## config.mk

```make
export PLATFORM = sky130hd
export DESIGN_NAME = ptpu_core
export DESIGN_NICKNAME = d
export VERILOG_FILES = /design/src/sv/ptpu_pkg.sv /design/src/sv/ptpu_core.sv
export SDC_FILE = /design/constraint.sdc
export NUM_CORES = 1
export LEC_CHECK = 0
export BUFFER_PORTS_ARGS = -buffer_cell sky130_fd_sc_hd__buf_2
export CORE_UTILIZATION = 57
export DETAILED_ROUTE_END_ITERATION = 8
export PLACE_DENSITY = 0.87
export SYNTH_ARGS = -nofsm -noshare
export SYNTH_HDL_FRONTEND = slang
export SYNTH_SLANG_ARGS = --single-unit
```

## constraint.sdc

```tcl
create_clock -name clk_i -period 6.62 [get_ports clk_i]
set_clock_uncertainty 0.05 [all_clocks]
set_input_delay 0 -clock clk_i [delete_from_list [all_inputs] [get_ports clk_i]]
set_output_delay 0 -clock clk_i [all_outputs]
set_load 0.05 [all_outputs]
```

## src/sv/ptpu_pkg.sv

```systemverilog
// ----------------------------------------------------------------------------
// PNG/TIFF predictor undo: shared package
// Types, register indexes and default sizes used by the predictor undo block.
// ----------------------------------------------------------------------------
package ptpu_pkg;

  localparam int RowMaxDef = 4096;
  localparam int BppMaxDef = 8;

  localparam int ByteW    = 8;
  localparam int ModeW    = 2;
  localparam int BppW     = 4;
  localparam int RowW     = 13;
  localparam int CfgIdxW  = 2;
  localparam int CfgDataW = 13;

  // Tag values above this one all mean "repeat the byte above".
  localparam int TagRepeat = 6;

  typedef enum logic [ModeW-1:0] {
    MODE_NONE     = 2'd0,
    MODE_TIFF     = 2'd1,
    MODE_PNG      = 2'd2,
    MODE_TIFF_BAD = 2'd3
  } mode_e;

  typedef enum logic [CfgIdxW-1:0] {
    REG_MODE = 2'd0,
    REG_BPP  = 2'd1,
    REG_ROW  = 2'd2
  } reg_e;

  typedef enum logic [2:0] {
    FILT_NONE   = 3'd0,
    FILT_SUB    = 3'd1,
    FILT_UP     = 3'd2,
    FILT_AVG    = 3'd3,
    FILT_PAETH  = 3'd4,
    FILT_OPT    = 3'd5,
    FILT_REPEAT = 3'd6
  } filter_e;

  typedef enum logic [1:0] {
    STATUS_OK        = 2'd0,
    STATUS_TAG_ERR   = 2'd1,
    STATUS_WIDTH_ERR = 2'd2
  } status_e;

  typedef struct packed {
    logic [ByteW-1:0] data;
    logic             row_end;
    status_e          status;
  } result_t;

endpackage

```

## src/sv/ptpu_core.sv

```systemverilog
// ----------------------------------------------------------------------------
// PNG/TIFF predictor undo: decode core
// Row state, tag handling, error latch, left neighbor history and the
// combinational predictor for one item.
// ----------------------------------------------------------------------------
module ptpu_core #(
  parameter int ROW_MAX = ptpu_pkg::RowMaxDef,
  parameter int BPP_MAX = ptpu_pkg::BppMaxDef,
  localparam int CW = $clog2(ROW_MAX)
) (
  input  logic                        clk_i,
  input  logic                        rst_ni,
  input  logic                        go_i,
  input  logic [ptpu_pkg::ByteW-1:0]  byte_i,
  input  ptpu_pkg::mode_e             mode_i,
  input  logic [ptpu_pkg::BppW-1:0]   bpp_i,
  input  logic [ptpu_pkg::RowW-1:0]   row_bytes_i,
  input  logic [ptpu_pkg::ByteW-1:0]  up_i,
  output ptpu_pkg::result_t           res_o,
  output logic                        res_valid_o,
  output logic                        wr_en_o,
  output logic [CW-1:0]               wr_addr_o,
  output logic [ptpu_pkg::ByteW-1:0]  wr_data_o,
  output logic [CW-1:0]               rd_addr_o
);

  localparam int BPW  = $clog2(BPP_MAX + 1);
  localparam int BIW  = (BPP_MAX > 1) ? $clog2(BPP_MAX) : 1;
  localparam int CMPW = ((CW > ptpu_pkg::RowW) ? CW : ptpu_pkg::RowW) + 1;

  logic [CW-1:0]             column_q, column_d;
  ptpu_pkg::filter_e         filt_q, filt_d;
  logic                      expect_q, expect_d;
  logic                      err_q, err_d;
  logic [ptpu_pkg::ByteW-1:0] hist_q [BPP_MAX];

  logic [BPW-1:0]            bpp_eff;
  logic [CMPW-1:0]           rb_eff;
  logic [ptpu_pkg::ByteW-1:0] left;
  logic [ptpu_pkg::ByteW:0]  avg_sum;
  logic [ptpu_pkg::ByteW-1:0] val;
  logic                      row_done;
  ptpu_pkg::filter_e         filter;
  ptpu_pkg::filter_e         tag_filter;

  // Register clamping: zero acts as one, large values act as the maximum.
  always_comb begin
    if (bpp_i == '0) begin
      bpp_eff = BPW'(1);
    end else if (5'(bpp_i) > 5'(BPP_MAX)) begin
      bpp_eff = BPW'(BPP_MAX);
    end else begin
      bpp_eff = BPW'(bpp_i);
    end
    if (row_bytes_i == '0) begin
      rb_eff = CMPW'(1);
    end else if (CMPW'(row_bytes_i) > CMPW'(ROW_MAX)) begin
      rb_eff = CMPW'(ROW_MAX);
    end else begin
      rb_eff = CMPW'(row_bytes_i);
    end
  end

  // The left neighbor is always a byte decoded earlier in this row, so a short
  // history of recent bytes replaces a second read of the row store.
  assign left = (CMPW'(column_q) >= CMPW'(bpp_eff)) ? hist_q[BIW'(bpp_eff - BPW'(1))] : '0;

  assign avg_sum    = {1'b0, left} + {1'b0, up_i};
  assign filter     = (mode_i == ptpu_pkg::MODE_TIFF) ? ptpu_pkg::FILT_SUB : filt_q;
  assign tag_filter = (byte_i > ptpu_pkg::ByteW'(ptpu_pkg::TagRepeat)) ?
                      ptpu_pkg::FILT_REPEAT : ptpu_pkg::filter_e'(byte_i[2:0]);
  assign row_done   = (CMPW'(column_q) + CMPW'(1)) >= rb_eff;

  always_comb begin
    unique case (filter)
      ptpu_pkg::FILT_NONE: val = byte_i;
      ptpu_pkg::FILT_SUB:  val = byte_i + left;
      ptpu_pkg::FILT_UP:   val = byte_i + up_i;
      ptpu_pkg::FILT_AVG:  val = byte_i + avg_sum[ptpu_pkg::ByteW:1];
      default:             val = up_i;
    endcase
  end

  always_comb begin
    column_d    = column_q;
    filt_d      = filt_q;
    expect_d    = expect_q;
    err_d       = err_q;
    res_o       = '{data: '0, row_end: 1'b0, status: ptpu_pkg::STATUS_OK};
    res_valid_o = 1'b0;
    wr_en_o     = 1'b0;
    if (go_i) begin
      priority if (err_q) begin
        res_valid_o = 1'b1;
        res_o.status = (mode_i == ptpu_pkg::MODE_TIFF_BAD) ?
                       ptpu_pkg::STATUS_WIDTH_ERR : ptpu_pkg::STATUS_TAG_ERR;
      end else if (mode_i == ptpu_pkg::MODE_NONE) begin
        res_valid_o = 1'b1;
        res_o.data  = byte_i;
      end else if (mode_i == ptpu_pkg::MODE_TIFF_BAD) begin
        err_d        = 1'b1;
        res_valid_o  = 1'b1;
        res_o.status = ptpu_pkg::STATUS_WIDTH_ERR;
      end else if (mode_i == ptpu_pkg::MODE_PNG && expect_q) begin
        filt_d   = tag_filter;
        expect_d = 1'b0;
      end else if (filter == ptpu_pkg::FILT_PAETH || filter == ptpu_pkg::FILT_OPT) begin
        err_d        = 1'b1;
        res_valid_o  = 1'b1;
        res_o.status = ptpu_pkg::STATUS_TAG_ERR;
      end else begin
        wr_en_o       = 1'b1;
        res_valid_o   = 1'b1;
        res_o.data    = val;
        res_o.row_end = row_done;
        if (row_done) begin
          column_d = '0;
          expect_d = 1'b1;
        end else begin
          column_d = column_q + CW'(1);
        end
      end
    end
  end

  assign wr_addr_o = column_q;
  assign wr_data_o = val;
  assign rd_addr_o = column_d;

  always_ff @(posedge clk_i or negedge rst_ni) begin
    if (!rst_ni) begin
      column_q <= '0;
      filt_q   <= ptpu_pkg::FILT_NONE;
      expect_q <= 1'b1;
      err_q    <= 1'b0;
    end else begin
      column_q <= column_d;
      filt_q   <= filt_d;
      expect_q <= expect_d;
      err_q    <= err_d;
    end
  end

  always_ff @(posedge clk_i) begin
    if (wr_en_o) begin
      hist_q[0] <= val;
      for (int i = 1; i < BPP_MAX; i++) begin
        hist_q[i] <= hist_q[i-1];
      end
    end
  end

`ifndef NO_ASSERTIONS
  a_write_needs_item: assert property (@(posedge clk_i) disable iff (!rst_ni)
    wr_en_o |-> go_i && res_valid_o)
    else $error("row store written without an item");

  a_error_sticky: assert property (@(posedge clk_i) disable iff (!rst_ni)
    err_q |=> err_q)
    else $error("error latch cleared outside reset");

  a_column_range: assert property (@(posedge clk_i) disable iff (!rst_ni)
    CMPW'(column_q) < CMPW'(ROW_MAX))
    else $error("column index beyond the row store");

  a_row_end_ok: assert property (@(posedge clk_i) disable iff (!rst_ni)
    res_valid_o && res_o.row_end |-> res_o.status == ptpu_pkg::STATUS_OK && !err_q)
    else $error("row end marked on an error item");
`endif

endmodule

```

# After elaboration in Yosys (flattened, before gate mapping)
# Memory sizes are Yosys's and may differ from the RTL's.
# Cells that the tools add are included.
dict set report totals {
  ff_bits 17
  mem_bits_rw 64
  input_bits 38
  out_inout_bits 45
  wordCells 85
  mem_count 1
}
dict set report op_classes {
  add_sub_neg 7
  order_cmp 5
  n_eq_ne 9
  n_mux 47
  n_bitwise 3
  n_reduce_logical 9
}
# memory words word_bits read_ports rd_clocked_by_memory_dff write_ports line
set memory_table {}
lappend memory_table {hist_q 8 8 8 0 8 ptpu_core.sv:35} ;# logic [ptpu_pkg::ByteW-1:0] hist_q [BPP_MAX];
# operator n
set op_table {}
lappend op_table {{12-bit 2-to-1 mux} 7}
lappend op_table {{8-bit case mux with 4 select lines} 1}
lappend op_table {{9-bit 2-to-1 mux} 3}
lappend op_table {{13-bit 2-to-1 mux} 2}
lappend op_table {{8-bit adder} 3}
lappend op_table {{1-bit 2-to-1 mux} 22}
lappend op_table {{11-bit 2-to-1 mux} 2}
lappend op_table {{8-bit 2-to-1 mux} 2}
lappend op_table {{13-bit by 14-bit >= comparator with 1-bit output} 1}
lappend op_table {{12-bit by 1-bit adder with 13-bit output, second input constant} 1}
lappend op_table {{13-bit > comparator, second input constant} 1}
lappend op_table {{13-bit zero test} 1}
lappend op_table {{12-bit by 1-bit adder with 12-bit output, second input constant} 1}
lappend op_table {{12-bit by 4-bit >= comparator with 1-bit output} 1}
lappend op_table {{8-bit by 8-bit adder with 9-bit output} 1}
lappend op_table {{3-bit 2-to-1 mux} 3}
lappend op_table {{8-bit by 3-bit > comparator with 1-bit output, second input constant} 1}
lappend op_table {{4-bit 2-to-1 mux} 2}
lappend op_table {{3-bit by 2-bit equality test with 1-bit output, second input constant} 2}
lappend op_table {{3-bit equality test, second input constant} 2}
lappend op_table {{2-bit 2-to-1 mux} 3}
lappend op_table {{6-bit AND reduction} 1}
lappend op_table {{5-bit AND reduction} 1}
lappend op_table {{2-bit equality test, second input constant} 2}
lappend op_table {{12 further kinds} 14}

# Depth between registers and ports, before layout
# Gate-level depths: netlist (run 1).
# An unclocked memory read counts as a cell.
dict set report depth {
  depth_word 15
  depth_mapped 27
  depth_no_buf 24
}

# Worst setup path after synthesis (run 1)
# Ideal clock, no wire load.
dict set report synth_timing {
  path_kind {input to output}
  startpoint {input bpp_i[1] (netlist bit)}
  endpoint {output res_o[10] (netlist bit)}
  t_arrival_ns 5.735
  t_required_ns 6.570
  path_slack_ns 0.835
  cell_stages 26
  path_buffers 3
  cell_sequence {nor2_1 -> o21a_1 -> buf_2 -> buf_2 -> inv_1 -> ha_1 -> clkbuf_1 -> mux4_2 -> mux2i_1 -> nor2_1 -> ha_1 -> a21oi_1 -> nor2_1 -> a211oi_1 -> nand2_1 -> xnor2_1 -> o21ai_1 -> ha_1 -> and3_1 -> a221o_1 -> o21ai_1 -> nand2b_1 -> a21oi_1 -> xor3_1 -> a21oi_2 -> a22o_1}
}
# item line
set synth_rtl {}
lappend synth_rtl {{start, declared} ptpu_core.sv:16} ;# input logic [ptpu_pkg::BppW-1:0] bpp_i,
lappend synth_rtl {{end, declared} ptpu_core.sv:19} ;# output ptpu_pkg::result_t res_o,

==> flow_summary.json, run 1 <==
{
  "period_minus_slack_ps": 5860,
  "clkLatencyLatePin_ps": 350,
  "cts_resized": 0,
  "slew_headroom": 0.299,
  "antenna_cells": 0,
  "finalNetCount": 597,
  "maxCapViolations": 0,
  "cts_buffers": 9,
  "ant_nets": 0,
  "dr_total_vias": 3860,
  "first_pass_iters": 5,
  "hp-class": "input pin to register",
  "min_from": "byte_i[6]",
  "grt_max_degree": 74,
  "synth_area_um2": 4950,
  "area_growth_pct": 15.6,
  "hold_buffers": 6,
  "ys_ff_latch": 81,
  "ys_top_cells_by_area": "edfxtp_1 39%, ha_1 9.6%, dfrtp_1 8.1%",
  "setup_slack_ps": 764,
  "critPathCaptureType": "output pin",
  "routabilityCongestion": 1.04,
  "clk_path_buf_depth": 2,
  "setup_viol": 0,
  "fin_area_um2": 5720,
  "critPathMaxFanout": 11,
  "r2r_slack_ps": 1370,
  "start_util": 0.596,
  "cts_tree": "built",
  "postCtsSetupBuffers": 0,
  "clock-sinks": 81,
  "cp.arrival_ps": 5810,
  "core_um2": 8300,
  "synth_ff_type": "edfxtp_1",
  "synthesis.nets": 512,
  "post_drt_wl_per_cell_um": 17.6,
  "synth_top_area_cell": "edfxtp_1",
  "setup_tns_ps": 0,
  "clk_pin_slew_ps": 90,
  "r2r_start": "wr_addr_o[3]",
  "grt_pass1_vias": 3779,
  "max_freq_ghz": 0.171,
  "via_per_inst": 6.14,
  "antenna_found_initial": 0,
  "io_pins": 83,
  "grt_overflow": 0,
  "async_flop_share": 0.210,
  "report.final.hold_viol_count": 0,
  "hold_end": "filt_q[0]",
  "die_area_um2": 9050,
  "min_path_cells": 4,
  "yosysTopAreaCellShare": 0.389,
  "placed_area_um2": 5430,
  "yosysSeqAreaShare": 0.475,
  "grt_usage": 0.266,
  "max-vdd-ir-drop_uv": 226,
  "final-max-slew-violation-count": 0,
  "run_status": "complete, no violations",
  "ys.warnings.count": 0,
  "num_rows": 33,
  "synth_cell_type_count": 54,
  "fin_crit_sh": 0.885,
  "timing.rr.end": "hist_q[0][7]",
  "leakage_uw": 0.00249,
  "required_ps": 6570,
  "critPathLaunchType": "register",
  "reg2reg_depth": 19,
  "grt_pass1_wl_mm": 18.2,
  "synth-edff-count": 64,
  "synthCells": 434,
  "htree_levels": 3,
  "fp.dieW_um": 95.2,
  "drtIter0Drc": 322,
  "final_layout_size_suffix_gt1_frac": 0.235,
  "wl_mm": 11.1,
  "critPathKind": "register to output pin",
  "worst_pin_slew_ps": 1050,
  "port_buffers": 82,
  "synth_most_common_cell": "edfxtp_1",
  "powerDensity_nw_per_um2": 319,
  "rsz0062_at_grt": "no",
  "pre_cts_ws_ps": 1160,
  "die_y_um": 95.2,
  "syn_area_per_cell_um2": 11.4,
  "hpwl_mm": 8.21,
  "drc": 0,
  "synth_common_cells": "64 x edfxtp_1, 41 x nand2_1, 40 x nor2_1",
  "root_buffer": "clkbuf_8"
}
[routing by layer]
layer / share of wire / GRT usage / up-vias
met3: 0.083 / 0.0646 / 17
li1: - / - / 1795
met1: 0.41 / 0.357 / 1872
met5: 0 / 0 / -
met4: 0.013 / 0.0922 / 0
met2: 0.49 / 0.423 / 176
[layout by cell type (no fill, tap or decap), drive strengths merged, types with 12 or more instances in the layout]
cell type  count
mux4          15
edfxtp        64
xnor2         12
inv           18
buf           84
o21ai         25
nor2          40
ha            38
nand3         13
mux2i         13
nand2         41
a21oi         16
a22o          13
dfrtp         16
[sequential cells by signal (all words and copies together) (netlist names)]
signal	flops
hist_q	64
wr_addr_o	12
filt_q	3
err_q	1
expect_q	1
[power by group]
| part | internal (uW) | switching, uW |
|---|---|---|
| registers | 570 | 24.4 |
| logic | 277 | 545 |
| clock network | 216 | 191 |
| total | 1060 | 760 |
[worst max path at each step]
stage / from / end / slack [ps] / depth (start not counted)
after CTS: wr_addr_o[3] / res_o[10] / 860 / 21
after floorplan: bpp_i[1] / res_o[10] / 830 / 26
after global routing: wr_addr_o[3] / res_o[10] / 500 / 22
after global placement: bpp_i[2] / res_o[10] / 1300 / 25
after detailed placement: bpp_i[2] / res_o[10] / 1160 / 25
final: wr_addr_o[3] / res_o[10] / 760 / 21
[final cells by class]
cell class,instances,area [um2]
multi-input cells,321,2470
repair buffers,90,485
clock buffers,9,124
well taps,105,131
flip-flops and latches,81,2350
fillers,563,2580
inverters,16,60.1
clock inverters,7,101
[cells by family (layout without fill, tap and decap cells)]
logic type | after synthesis | in the layout | share of synthesized area
adders and majority gates | 40 | 40 | 0.104
DFF | 81 | 81 | 0.475
buffers and inverters | 32 | 122 | 0.0266
xor gates and xnor gates | 20 | 20 | 0.0400
AOI/OAI and AO/OA | 93 | 93 | 0.125
muxes | 30 | 30 | 0.0992
and+or+nand+nor | 138 | 138 | 0.131
[stage by stage]
stage          instances  hold slack [ps]  power [uW]   util
3_3_place_gp         607             -120        1390  0.654
4_1_cts              629             7.07        1820  0.689
3_5_place_dp         607             -104        1410  0.654
5_1_grt              629             73.0        1920  0.689
2_1_floorplan        434             -346        1230      -
6_report             629             40.1        1820  0.689
[worst max-delay path: stages (launching register included)]
cell and delay (ps):
dfrtp_1 450, ha_1 250, nor4_1 330, nand3_1 170, nor2_1 530, nor2_1 230, fa_1 480, a21o_1 200
a21oi_1 180, xnor2_1 140, mux2i_1 90, o21ai_1 160, ha_1 290, and3_1 170, a221o_1 340, o21ai_1 170
nand2b_1 90, a21oi_1 210, xor3_1 360, a21oi_2 190, a22o_1 150, buf_2 260
No activity file was read; power rests on OpenSTA's default activity.
==> run 2: changes to the inputs <==
- CORE_UTILIZATION: 57 -> 40
- PLACE_DENSITY: 0.87 -> 0.66
- SLEW_MARGIN: not set -> 5
==> flow_summary.json, run 2 (same netlist as run 1, synthesis figures left out) <==
{
  "run_status": "complete, no violations",
  "placed_area_um2": 5500,
  "drtIter0Drc": 269,
  "clkLatencyLatePin_ps": 330,
  "port_buffers": 82,
  "root_buffer": "clkbuf_16",
  "maxCapViolations": 0,
  "drc": 0,
  "grt_pass1_wl_mm": 18.8,
  "num_rows": 40,
  "layout_common_cells": "82 x buf_2, 64 x edfxtp_1, 41 x nand2_1",
  "cp.arrival_ps": 5670,
  "finalNetCount": 599,
  "die_y_um": 113,
  "critPathLaunchType": "register",
  "htree_levels": 3,
  "setup_tns_ps": 0,
  "fin_area_um2": 5840,
  "antenna_found_initial": 0,
  "slew_headroom": 0.403,
  "grt_usage": 0.188,
  "rsz0062_at_grt": "no",
  "period_minus_slack_ps": 5720,
  "io_pins": 83,
  "start_util": 0.412,
  "critPathKind": "register to output pin",
  "clk_pin_slew_ps": 60,
  "grt_pass1_vias": 3713,
  "first_pass_iters": 5,
  "clk_path_buf_depth": 2,
  "core_um2": 12000,
  "crit_buf_inv": 1,
  "largest_register_ff_count": 64,
  "slowest_stage": "nor2_1",
  "final-max-slew-violation-count": 0,
  "report.final.hold_viol_count": 0,
  "required_ps": 6570,
  "crit_family": "compound AO/OA/AOI/OAI gates",
  "max-vdd-ir-drop_uv": 204,
  "ant_nets": 0,
  "postCtsSetupBuffers": 0,
  "slowest_delay_ps": 560,
  "critPathMaxFanout": 11,
  "hpwl_mm": 8.75,
  "via_per_inst": 5.54,
  "cts_buffers": 9,
  "layout_commonest_cell": "buf_2",
  "fp.dieW_um": 113,
  "die_area_um2": 12800,
  "wl_mm": 11.5,
  "hp-class": "input pin to async pin",
  "setup_viol": 0,
  "grt_overflow": 0,
  "clock-sinks": 81,
  "post_drt_wl_per_cell_um": 17.1,
  "grt_max_degree": 74,
  "worst_pin_slew_ps": 896,
  "fin_crit_sh": 0.865,
  "dr_total_vias": 3728,
  "antenna_cells": 0,
  "leakage_uw": 0.00253,
  "max_freq_ghz": 0.175,
  "powerDensity_nw_per_um2": 324,
  "final_layout_size_suffix_gt1_frac": 0.240,
  "regMostFlops": "hist_q",
  "critical_path.cell_chain": "ha_1 -> nor4_1 -> nand3_1 -> nor2_1 -> nor2_1 -> ha_1 -> a21oi_1 -> nor2_1 -> a211oi_1 -> nand2_1 -> xnor2_1 -> o21ai_1 -> ha_1 -> and3_1 -> a221o_1 -> o21ai_1 -> nand2b_1 -> a21oi_1 -> xor3_1 -> a21oi_2 -> a22o_1 -> buf_2",
  "cts_tree": "built",
  "critPathCaptureType": "output pin",
  "routabilityCongestion": 0.903,
  "area_growth_pct": 18.1
}
run 2: changes by cell type in the layout (fill, tap and decap cells not counted), moves of 2 or more:
cell	change
inv_6	+2
buf_4	+2
clkbuf_8	-9
bufinv_16	-2
clkbuf_16	+9
run 2: stage by stage:
step	hold WS, ps	std cells	util	setup WS [ps]	total power (uW)
global placement	-102	651	0.458	1340	1410
CTS	58.8	673	0.486	928	1900
global route	78.9	673	0.486	553	1990
floorplan	-346	434	-	835	1230
finish	67.6	673	0.486	897	1890
detailed placement	-97.2	651	0.458	1180	1420
run 2: layout make-up:
type / instances / area, um2
fill: 1106 / 6170
multi-input combinational: 321 / 2470
sequential: 81 / 2350
timing repair buffer: 92 / 500
clock buffer: 9 / 225
tap: 147 / 184
inverter: 16 / 60.1
clock inverter: 7 / 58.8
run 2: worst reg2reg max path: stages (launching register included):
cell	delay, ps
dfrtp_1	440
ha_1	260
nor4_1	280
nand3_1	170
nor2_1	560
nor2_1	120
ha_1	350
a21oi_1	180
nor2_1	60
a211oi_1	300
nand2_1	110
xnor2_1	160
o21ai_1	80
ha_1	310
and3_1	180
a221o_1	340
o21ai_1	230
nand2b_1	90
a21oi_1	180
xor3_1	340
a21oi_2	180
run 2: where the power goes:
group          internal [uW]  switching [uW]  total, uW
Combinational            280             546        826
Sequential               570            25.6        596
Clock                    261             209        470
run 2: worst paths after layout:
kind,from,end,slack (ps),cells after the start
min reg2reg,hist_q[6][5],hist_q[7][5],400,0
min,rst_ni,filt_q[0],70,2
max reg2reg,wr_addr_o[3],hist_q[0][7],1470,20
max,wr_addr_o[3],res_o[10],900,22
max in group asynchronous,rst_ni,expect_q,6130,2
min in group clk_i,byte_i[5],filt_q[0],70,4
run 2: routing by layer:
layer	part of all wire	up-vias	GRT usage	wire (um)
met5	0	-	0	0
met4	0.0068	0	0.0474	78
met3	0.042	6	0.0279	482
met2	0.49	89	0.304	5620
met1	0.46	1830	0.265	5340
li1	-	1803	-	-
run 2: what timing repair did:
action | CTS | global route
gates resized for setup | 0 | 0
hold endpoints to repair | 21 | 0
hold buffers | 6 | 0
